## config.mk

```make
export PLATFORM = sky130hd
export DESIGN_NAME = psh_seq
export DESIGN_NICKNAME = d
export VERILOG_FILES = /design/src/rtl/psh_pkg.sv /design/src/rtl/psh_seq.sv
export SDC_FILE = /design/constraint.sdc
export NUM_CORES = 1
export LEC_CHECK = 0
export BUFFER_PORTS_ARGS = -buffer_cell sky130_fd_sc_hd__buf_2
export CAP_MARGIN = 20
export CELL_PAD_IN_SITES_DETAIL_PLACEMENT = 0
export CELL_PAD_IN_SITES_GLOBAL_PLACEMENT = 1
export CORE_ASPECT_RATIO = 1.2
export CORE_MARGIN = 8
export CORE_UTILIZATION = 43
export CTS_CLUSTER_SIZE = 14
export DETAILED_ROUTE_END_ITERATION = 16
export PLACE_DENSITY = 0.89
export SLEW_MARGIN = 20
export SYNTH_ARGS = -nofsm -noshare
export SYNTH_HDL_FRONTEND = slang
export SYNTH_SLANG_ARGS = --single-unit
```

## constraint.sdc

```tcl
create_clock -name clk -period 6.7 [get_ports clk]
set_input_delay 1.005 -clock clk [delete_from_list [all_inputs] [get_ports clk]]
set_output_delay 1.005 -clock clk [all_outputs]
set_load 0.03 [all_outputs]
```

## src/rtl/psh_pkg.sv

```systemverilog
// psh_pkg: sizes, sequencer state type and the bucket hash shared by the pair-sum matcher.
// No dependencies; psh_seq, the top level and the bench refer to it by scoped names.
`default_nettype none

package psh_pkg;

	localparam int DATA_W    = 32;
	localparam int POS_W     = 16;
	localparam int CAPACITY  = 1024;
	localparam int CAP_W     = $clog2(CAPACITY);
	localparam int LINK_W    = $clog2(CAPACITY + 1);
	localparam int BUCKET_W  = 10;
	localparam int BUCKETS   = 1 << BUCKET_W;
	localparam int EPOCH_W   = 8;
	localparam int HEAD_W    = EPOCH_W + LINK_W;
	localparam int ENTRY_W   = DATA_W + LINK_W;

	typedef enum logic [2:0] {
		ST_CLEAR,
		ST_IDLE,
		ST_HEAD,
		ST_HWAIT,
		ST_ENT,
		ST_INS,
		ST_INSW,
		ST_EMIT
	} state_t;

	typedef struct packed {
		logic             valid;
		logic             found;
		logic [POS_W-1:0] earlier;
		logic [POS_W-1:0] later;
		logic             full;
	} result_t;

	// bucket = |k| mod BUCKETS, k a 33-bit two's complement value
	function automatic logic [BUCKET_W-1:0] bucket_of(input logic [DATA_W:0] k);
		logic [DATA_W:0] mag;
		mag = k[DATA_W] ? ((DATA_W+1)'(0) - k) : k;
		return mag[BUCKET_W-1:0];
	endfunction

endpackage

`default_nettype wire

```

## src/rtl/psh_seq.sv

```systemverilog
// psh_seq: per-item sequencer; walks the hash chain, inserts the value, forms the result.
// Depends on psh_pkg; drives the head and entry rams held in the top level.
`default_nettype none

module psh_seq (
	input  wire logic                            clk,
	input  wire logic                            arst_n,
	input  wire logic                            in_valid,
	output logic                                 in_ready,
	input  wire logic [psh_pkg::DATA_W-1:0]      value,
	input  wire logic                            last_item,
	input  wire logic [psh_pkg::DATA_W-1:0]      target,
	input  wire logic                            out_free,
	output psh_pkg::result_t                     res,
	// bucket head ram
	output logic                                 head_we,
	output logic [psh_pkg::BUCKET_W-1:0]         head_waddr,
	output logic [psh_pkg::HEAD_W-1:0]           head_wdata,
	output logic [psh_pkg::BUCKET_W-1:0]         head_raddr,
	input  wire logic [psh_pkg::HEAD_W-1:0]      head_rdata,
	// entry ram
	output logic                                 ent_we,
	output logic [psh_pkg::CAP_W-1:0]            ent_waddr,
	output logic [psh_pkg::ENTRY_W-1:0]          ent_wdata,
	output logic [psh_pkg::CAP_W-1:0]            ent_raddr,
	input  wire logic [psh_pkg::ENTRY_W-1:0]     ent_rdata
);

	psh_pkg::state_t state_q, state_d;

	logic [psh_pkg::DATA_W-1:0]   value_q;
	logic                         last_q;
	logic [psh_pkg::DATA_W:0]     comp_q;
	logic [psh_pkg::POS_W-1:0]    pos_q;
	logic [psh_pkg::POS_W-1:0]    item_pos_q;
	logic [psh_pkg::LINK_W-1:0]   fill_q;
	logic [psh_pkg::LINK_W-1:0]   cur_link_q;
	logic [psh_pkg::EPOCH_W-1:0]  epoch_q;
	logic [psh_pkg::BUCKET_W-1:0] clr_q;
	logic                         pair_done_q;
	logic                         ovf_q;
	logic                         hit_q;

	logic                         accept;
	logic [psh_pkg::DATA_W:0]     comp_in;
	logic                         comp_ok;
	logic [psh_pkg::LINK_W-1:0]   live_link;
	logic [psh_pkg::DATA_W-1:0]   ent_key;
	logic [psh_pkg::LINK_W-1:0]   ent_link;
	logic                         key_hit;
	logic                         has_room;
	logic                         end_array;
	logic                         epoch_wrap;
	logic [psh_pkg::BUCKET_W-1:0] value_bucket;
	logic [psh_pkg::LINK_W-1:0]   earlier_link;
	logic [psh_pkg::LINK_W-1:0]   live_prev;
	logic [psh_pkg::LINK_W-1:0]   ent_prev;

	assign accept     = in_valid && in_ready;
	// exact 33-bit complement; in range only when the top two bits agree
	assign comp_in    = {target[psh_pkg::DATA_W-1], target} - {value[psh_pkg::DATA_W-1], value};
	assign comp_ok    = (comp_in[psh_pkg::DATA_W] == comp_in[psh_pkg::DATA_W-1]);
	// a head written in an earlier array reads as empty
	assign live_link  = (head_rdata[psh_pkg::HEAD_W-1 -: psh_pkg::EPOCH_W] == epoch_q) ?
	                    head_rdata[psh_pkg::LINK_W-1:0] : '0;
	assign ent_key    = ent_rdata[psh_pkg::ENTRY_W-1 -: psh_pkg::DATA_W];
	assign ent_link   = ent_rdata[psh_pkg::LINK_W-1:0];
	assign key_hit    = (ent_key == comp_q[psh_pkg::DATA_W-1:0]);
	assign has_room   = (fill_q < psh_pkg::LINK_W'(psh_pkg::CAPACITY));
	assign epoch_wrap = &epoch_q;
	assign value_bucket = psh_pkg::bucket_of({value_q[psh_pkg::DATA_W-1], value_q});
	assign earlier_link = cur_link_q - psh_pkg::LINK_W'(1);
	assign live_prev  = live_link - psh_pkg::LINK_W'(1);
	assign ent_prev   = ent_link - psh_pkg::LINK_W'(1);
	assign end_array  = (state_q == psh_pkg::ST_IDLE && accept && pair_done_q && last_item) ||
	                    (state_q == psh_pkg::ST_EMIT && out_free && last_q);

	// next state
	always_comb begin
		state_d = state_q;
		case (state_q)
			psh_pkg::ST_CLEAR: begin
				if (clr_q == psh_pkg::BUCKET_W'(psh_pkg::BUCKETS - 1)) begin
					state_d = psh_pkg::ST_IDLE;
				end
			end
			psh_pkg::ST_IDLE: begin
				if (accept) begin
					if (pair_done_q) begin
						state_d = (last_item && epoch_wrap) ? psh_pkg::ST_CLEAR : psh_pkg::ST_IDLE;
					end else begin
						state_d = comp_ok ? psh_pkg::ST_HEAD : psh_pkg::ST_INS;
					end
				end
			end
			psh_pkg::ST_HEAD:  state_d = psh_pkg::ST_HWAIT;
			psh_pkg::ST_HWAIT: begin
				state_d = (live_link == '0) ? psh_pkg::ST_INS : psh_pkg::ST_ENT;
			end
			psh_pkg::ST_ENT: begin
				if (key_hit) begin
					state_d = psh_pkg::ST_EMIT;
				end else if (ent_link == '0) begin
					state_d = psh_pkg::ST_INS;
				end
			end
			psh_pkg::ST_INS: begin
				if (has_room) begin
					state_d = psh_pkg::ST_INSW;
				end else begin
					state_d = last_q ? psh_pkg::ST_EMIT : psh_pkg::ST_IDLE;
				end
			end
			psh_pkg::ST_INSW: state_d = last_q ? psh_pkg::ST_EMIT : psh_pkg::ST_IDLE;
			psh_pkg::ST_EMIT: begin
				if (out_free) begin
					state_d = (last_q && epoch_wrap) ? psh_pkg::ST_CLEAR : psh_pkg::ST_IDLE;
				end
			end
			default: state_d = psh_pkg::ST_CLEAR;
		endcase
	end

	// outputs
	always_comb begin
		in_ready    = 1'b0;
		head_we     = 1'b0;
		head_waddr  = clr_q;
		head_wdata  = '0;
		head_raddr  = psh_pkg::bucket_of(comp_q);
		ent_we      = 1'b0;
		ent_waddr   = fill_q[psh_pkg::CAP_W-1:0];
		ent_wdata   = {value_q, live_link};
		ent_raddr   = earlier_link[psh_pkg::CAP_W-1:0];
		res.valid   = 1'b0;
		res.found   = hit_q;
		res.earlier = hit_q ? psh_pkg::POS_W'(earlier_link[psh_pkg::CAP_W-1:0]) : '0;
		res.later   = hit_q ? item_pos_q : '0;
		res.full    = ovf_q;
		case (state_q)
			psh_pkg::ST_CLEAR: head_we = 1'b1;
			psh_pkg::ST_IDLE:  in_ready = 1'b1;
			psh_pkg::ST_HWAIT: begin
				ent_raddr = live_prev[psh_pkg::CAP_W-1:0];
			end
			psh_pkg::ST_ENT: begin
				ent_raddr = ent_prev[psh_pkg::CAP_W-1:0];
			end
			psh_pkg::ST_INS: head_raddr = value_bucket;
			psh_pkg::ST_INSW: begin
				ent_we     = 1'b1;
				head_we    = 1'b1;
				head_waddr = value_bucket;
				head_wdata = {epoch_q, fill_q + psh_pkg::LINK_W'(1)};
			end
			psh_pkg::ST_EMIT: res.valid = out_free;
			default: ;
		endcase
	end

	always_ff @(posedge clk or negedge arst_n) begin
		if (!arst_n) begin
			state_q     <= psh_pkg::ST_CLEAR;
			clr_q       <= '0;
			epoch_q     <= '0;
			pos_q       <= '0;
			fill_q      <= '0;
			pair_done_q <= 1'b0;
			ovf_q       <= 1'b0;
			hit_q       <= 1'b0;
		end else begin
			state_q <= state_d;
			if (state_q == psh_pkg::ST_CLEAR) begin
				clr_q <= clr_q + psh_pkg::BUCKET_W'(1);
			end
			if (accept) begin
				hit_q <= 1'b0;
				if (pos_q != '1) begin
					pos_q <= pos_q + psh_pkg::POS_W'(1);
				end
			end
			if (state_q == psh_pkg::ST_ENT && key_hit) begin
				hit_q       <= 1'b1;
				pair_done_q <= 1'b1;
			end
			if (state_q == psh_pkg::ST_INS && !has_room) begin
				ovf_q <= 1'b1;
			end
			if (state_q == psh_pkg::ST_INSW) begin
				fill_q <= fill_q + psh_pkg::LINK_W'(1);
			end
			// forget the array: new epoch, wrap forces a clearing sweep
			if (end_array) begin
				pos_q       <= '0;
				fill_q      <= '0;
				pair_done_q <= 1'b0;
				ovf_q       <= 1'b0;
				epoch_q     <= epoch_q + psh_pkg::EPOCH_W'(1);
				clr_q       <= '0;
			end
		end
	end

	always_ff @(posedge clk) begin
		if (accept) begin
			value_q    <= value;
			last_q     <= last_item;
			comp_q     <= comp_in;
			item_pos_q <= pos_q;
		end
		if (state_q == psh_pkg::ST_HWAIT) begin
			cur_link_q <= live_link;
		end
		if (state_q == psh_pkg::ST_ENT && !key_hit) begin
			cur_link_q <= ent_link;
		end
	end

endmodule

`default_nettype wire

```

==> results.rst <==
.. list-table::
   :header-rows: 1

   * - Metric
     - Value
   * - Arr. time, crit path
     - 3.45 ns
   * - Number of antenna violations at the first check in global routing
     - 2
   * - First-pass GRT wire length
     - 41.6 mm
   * - Number of cells in the finished layout apart from fillers
     - 1525
   * - Transition time at the pin with the least slew margin
     - 0.913 ns
   * - Share of synthesized flip-flops with an asynchronous set or reset
     - 35.7%
   * - Setup_tns
     - 0 ns
   * - Setup repair after global routing missed its margin
     - no
   * - CTS Buf Count
     - 17
   * - Layout Nets
     - 1408
   * - Instance area after placement
     - 10900 um2
   * - First drt pass iteration count
     - 5
   * - Required time of the critical path
     - 5.69 ns
   * - Highest achievable clock rate
     - 224 MHz
   * - Classification of the worst setup path
     - flip-flop to output pin
   * - Rows
     - 59
   * - Launching instance or port of the critical path
     - state_q[1]
   * - Biggest area consumer among synthesized cells
     - sky130_fd_sc_hd__edfxtp_1
   * - Maximum capacitance violations
     - 0
   * - Via-per-instance ratio
     - 5.29
   * - Post-synthesis cell count
     - 990
   * - Iteration-0 DRC count of the detailed router
     - 465
   * - Starting Density
     - 43.8%
   * - Total congestion overflow
     - 0
   * - Top cells by area in the synthesized netlist
     - sky130_fd_sc_hd__edfxtp_1, sky130_fd_sc_hd__dfrtp_1, sky130_fd_sc_hd__xor2_1
   * - Clock sinks
     - 143
   * - Clock tree from TritonCTS
     - built
   * - Number of global-route vias before repair
     - 8080
   * - Core Area
     - 21600 um2
   * - PnR worst setup slack
     - 2.24 ns
   * - Routed length per instance
     - 17.4 um
   * - Final antenna-violating net count
     - 0
   * - Clock insertion delay at the later pin of the skew report
     - 0.42 ns
   * - Reg2reg start
     - state_q[0]
   * - Hold Path Class
     - flip-flop to flip-flop
   * - Worst Setup Slack post-DPL
     - 2.36 ns
   * - Number of max-slew violations in the final report
     - 0
   * - Origin of the worst min-delay path
     - pos_q[12]
   * - Simple-gate share of the synthesized area
     - 18.8%
   * - Share of the synthesized area in the top cell type
     - 29.2%
   * - Multiplexer share of the synthesized area
     - 2.80%
   * - HPWL after detailed placement
     - 21.1 mm
   * - Shortest clock period the worst path allows after layout
     - 4.46 ns
   * - Clock skew
     - 0.0174 ns
   * - Buffers added on ports
     - 264
   * - Deepest clock path buffer count
     - 2
   * - Proportion of layout cells with a drive suffix above 1
     - 27.1%
   * - Syn. warnings
     - 0
   * - Portion of the post-synthesis area used by sequential elements
     - 42.7%
   * - Routability cong.
     - 0.920
   * - Resize count post-CTS
     - 0
   * - Final WL
     - 26.6 mm
   * - Leak pwr
     - 5.41 nW
   * - Total die area
     - 27000 um2
   * - Maximum number of pins on one net before global-route repair
     - 54
   * - Clk slew on worst S/H paths
     - 0.07 ns
   * - Outcome
     - complete, no violations
   * - Count of final setup violators
     - 0
   * - Number of hold violations in the final report
     - 0
   * - Part of the cycle the worst path needs
     - 66.5%
   * - Vias
     - 8067
   * - Register bit count reported by yosys
     - 143
   * - Prevailing post-synth register cell
     - sky130_fd_sc_hd__edfxtp_1
   * - CP Max Fanout
     - 20
   * - Largest family of logic cells by synthesized area
     - simple AND/OR/NAND/NOR gates
   * - Area growth, synth to finish
     - 22.4%
   * - Vertical extent of the die
     - 179 um
   * - Post-CTS repair timing setup buffer count
     - 0
   * - Share of the synthesized area in compound gates (AO/OA/AOI/OAI)
     - 11.3%
   * - Root Driver
     - sky130_fd_sc_hd__clkbuf_16
   * - Post-Place Cells
     - 1491
   * - Max_slew headroom
     - 38.9%
   * - Die X
     - 151 um
   * - Post-Synthesis Mean Instance Area
     - 9.56 um2
   * - Post-synthesis instance area
     - 9470 um2
   * - EDFF count, synth
     - 92
   * - Power per standard cell area
     - 357 nW/um2
   * - IO Count
     - 271
   * - Fraction of synthesized cell area in xor and xnor cells
     - 13.5%
   * - H-tree depth
     - 4
   * - Crit. End Element
     - output pin
   * - Post-Layout Inst Area
     - 11600 um2
   * - Remaining DRCs
     - 0
   * - Startpoint Class
     - flip-flop
   * - Hold-fix buffers at CTS
     - 0
   * - GRT Util Overall
     - 19.4%
   * - Synth Area in Adders
     - 5.50%
   * - Worst IR drop on VDD
     - 0.275 mV
   * - Distinct cell type count after synthesis
     - 81
-- cells in the mapped netlist (4+ instances only) --
| cell | number |
|---|---|
| sky130_fd_sc_hd__nand4_1 | 16 |
| sky130_fd_sc_hd__nand3_1 | 24 |
| sky130_fd_sc_hd__ha_1 | 40 |
| sky130_fd_sc_hd__o31ai_1 | 8 |
| sky130_fd_sc_hd__o21ai_0 | 59 |
| sky130_fd_sc_hd__nand2_1 | 90 |
| sky130_fd_sc_hd__dfrtp_1 | 51 |
| sky130_fd_sc_hd__nor2b_1 | 13 |
| sky130_fd_sc_hd__a21oi_1 | 43 |
| sky130_fd_sc_hd__edfxtp_1 | 92 |
| sky130_fd_sc_hd__buf_2 | 4 |
| sky130_fd_sc_hd__a21o_1 | 5 |
| sky130_fd_sc_hd__mux2_2 | 12 |
| sky130_fd_sc_hd__or4_1 | 5 |
| sky130_fd_sc_hd__buf_1 | 5 |
| sky130_fd_sc_hd__xor2_1 | 100 |
| sky130_fd_sc_hd__nand2b_1 | 6 |
| sky130_fd_sc_hd__nor4_1 | 13 |
| sky130_fd_sc_hd__xnor2_1 | 46 |
| sky130_fd_sc_hd__o21ai_1 | 6 |
| sky130_fd_sc_hd__nor3_1 | 16 |
| sky130_fd_sc_hd__mux2i_1 | 13 |
| sky130_fd_sc_hd__inv_1 | 60 |
| sky130_fd_sc_hd__or2_2 | 4 |
| sky130_fd_sc_hd__and3_1 | 21 |
| sky130_fd_sc_hd__nor2_1 | 82 |
| sky130_fd_sc_hd__nand3b_1 | 7 |
| sky130_fd_sc_hd__o211ai_1 | 5 |
| sky130_fd_sc_hd__or3_1 | 12 |
| sky130_fd_sc_hd__clkbuf_1 | 19 |
| sky130_fd_sc_hd__buf_4 | 18 |
| sky130_fd_sc_hd__and2_1 | 28 |
-- power by group --
group          switching, mW  internal [mW]  leakage (nW)  total [mW]
registers              0.207           1.16          1.51        1.37
logic                   1.16          0.585          3.58        1.75
clock network          0.421          0.592         0.309        1.01
-- routing by layer --
metal	vias up	wire [um]	global-route usage, %
li1	3944	-	-
met1	3801	10600	22.9
met2	287	13400	34.1
met3	31	2080	4.64
met4	4	391	5.41
met5	-	22	0
-- cell usage in the layout, fill, tap and decap left out, types with 4 or more instances in the layout --
master,Yosys,layout
sky130_fd_sc_hd__a21o_1,5,5
sky130_fd_sc_hd__a21oi_1,43,43
sky130_fd_sc_hd__and2_1,28,28
sky130_fd_sc_hd__and3_1,21,21
sky130_fd_sc_hd__buf_2,4,264
sky130_fd_sc_hd__buf_4,18,6
sky130_fd_sc_hd__clkbuf_16,0,18
sky130_fd_sc_hd__conb_1,1,6
sky130_fd_sc_hd__dfrtp_1,51,51
sky130_fd_sc_hd__edfxtp_1,92,92
sky130_fd_sc_hd__ha_1,40,40
sky130_fd_sc_hd__inv_1,60,60
sky130_fd_sc_hd__inv_6,0,5
sky130_fd_sc_hd__mux2_2,12,12
sky130_fd_sc_hd__mux2i_1,13,13
sky130_fd_sc_hd__nand2_1,90,90
sky130_fd_sc_hd__nand2b_1,6,6
sky130_fd_sc_hd__nand3_1,24,23
sky130_fd_sc_hd__nand3b_1,7,7
sky130_fd_sc_hd__nand4_1,16,16
sky130_fd_sc_hd__nor2_1,82,82
sky130_fd_sc_hd__nor2b_1,13,13
sky130_fd_sc_hd__nor3_1,16,16
sky130_fd_sc_hd__nor4_1,13,13
sky130_fd_sc_hd__o211ai_1,5,5
sky130_fd_sc_hd__o21ai_0,59,59
sky130_fd_sc_hd__o21ai_1,6,6
sky130_fd_sc_hd__o31ai_1,8,8
sky130_fd_sc_hd__or2_2,4,4
sky130_fd_sc_hd__or3_1,12,12
sky130_fd_sc_hd__or4_1,5,5
sky130_fd_sc_hd__xnor2_1,46,46
sky130_fd_sc_hd__xor2_1,100,100
-- layout make-up --
cell class              count  area (um2)
diodes                      2        5.00
clock inverters            14         186
inverters                  64         245
clock buffers              18         450
fillers                  1978       10000
multi-input cells         740        4950
repair buffers            270        1370
flip-flops and latches    143        4040
well taps                 274         343
-- cell families (layout without fill, tap and decap cells) --
logic type,Yosys count,after routing
AND/OR/NAND/NOR,352,352
AO/OA/AOI/OAI,170,170
XOR/XNOR,146,146
flip-flops,143,143
buffers and inverters,112,366
adder cells (fa/ha/maj),41,41
multiplexers,25,25
other,1,8
-- flip-flops by register name, summed over array words and instances, names as in the netlist --
register and flops:
state_q 3, fill_q 11, value_q 32, ovf_q 1
pos_q 16, hit_q 1, cur_link_q 10, epoch_q 8
clr_q 10, item_pos_q 16, last_q 1, pair_done_q 1
comp_q 33
-- worst max-delay path, stage by stage (launching register included) --
cell                       delay (ns)
sky130_fd_sc_hd__dfrtp_1         0.52
sky130_fd_sc_hd__nand3b_1        0.78
sky130_fd_sc_hd__mux2i_1         0.46
sky130_fd_sc_hd__ha_1            0.26
sky130_fd_sc_hd__and2_1          0.22
sky130_fd_sc_hd__and4b_1         0.23
sky130_fd_sc_hd__xor2_1          0.14
sky130_fd_sc_hd__o211ai_1        0.09
sky130_fd_sc_hd__o21ai_1         0.12
sky130_fd_sc_hd__buf_2           0.23
-- metrics by stage --
step	utilization (%)	total power, mW	hold WS (ns)
after detailed placement	50.6	3.15	0.471
after CTS	53.5	4.17	0.493
after floorplan	-	2.66	0.458
after global placement	50.6	3.11	0.473
final	53.5	4.13	0.491
after global routing	53.5	4.37	0.524
-- final timing paths --
kind	end	slack [ns]	depth (start not counted)
hold reg to reg	item_pos_q[12]	0.49	0
max in group asynchronous	pos_q[0]	5.54	2
setup reg to reg	clr_q[7]	4.04	8
setup / recovery	ent_raddr[6]	2.24	9
min in group asynchronous	clr_q[0]	0.70	2
hold / removal	item_pos_q[12]	0.49	0
Note: power is estimated with default switching activity, not from simulation.
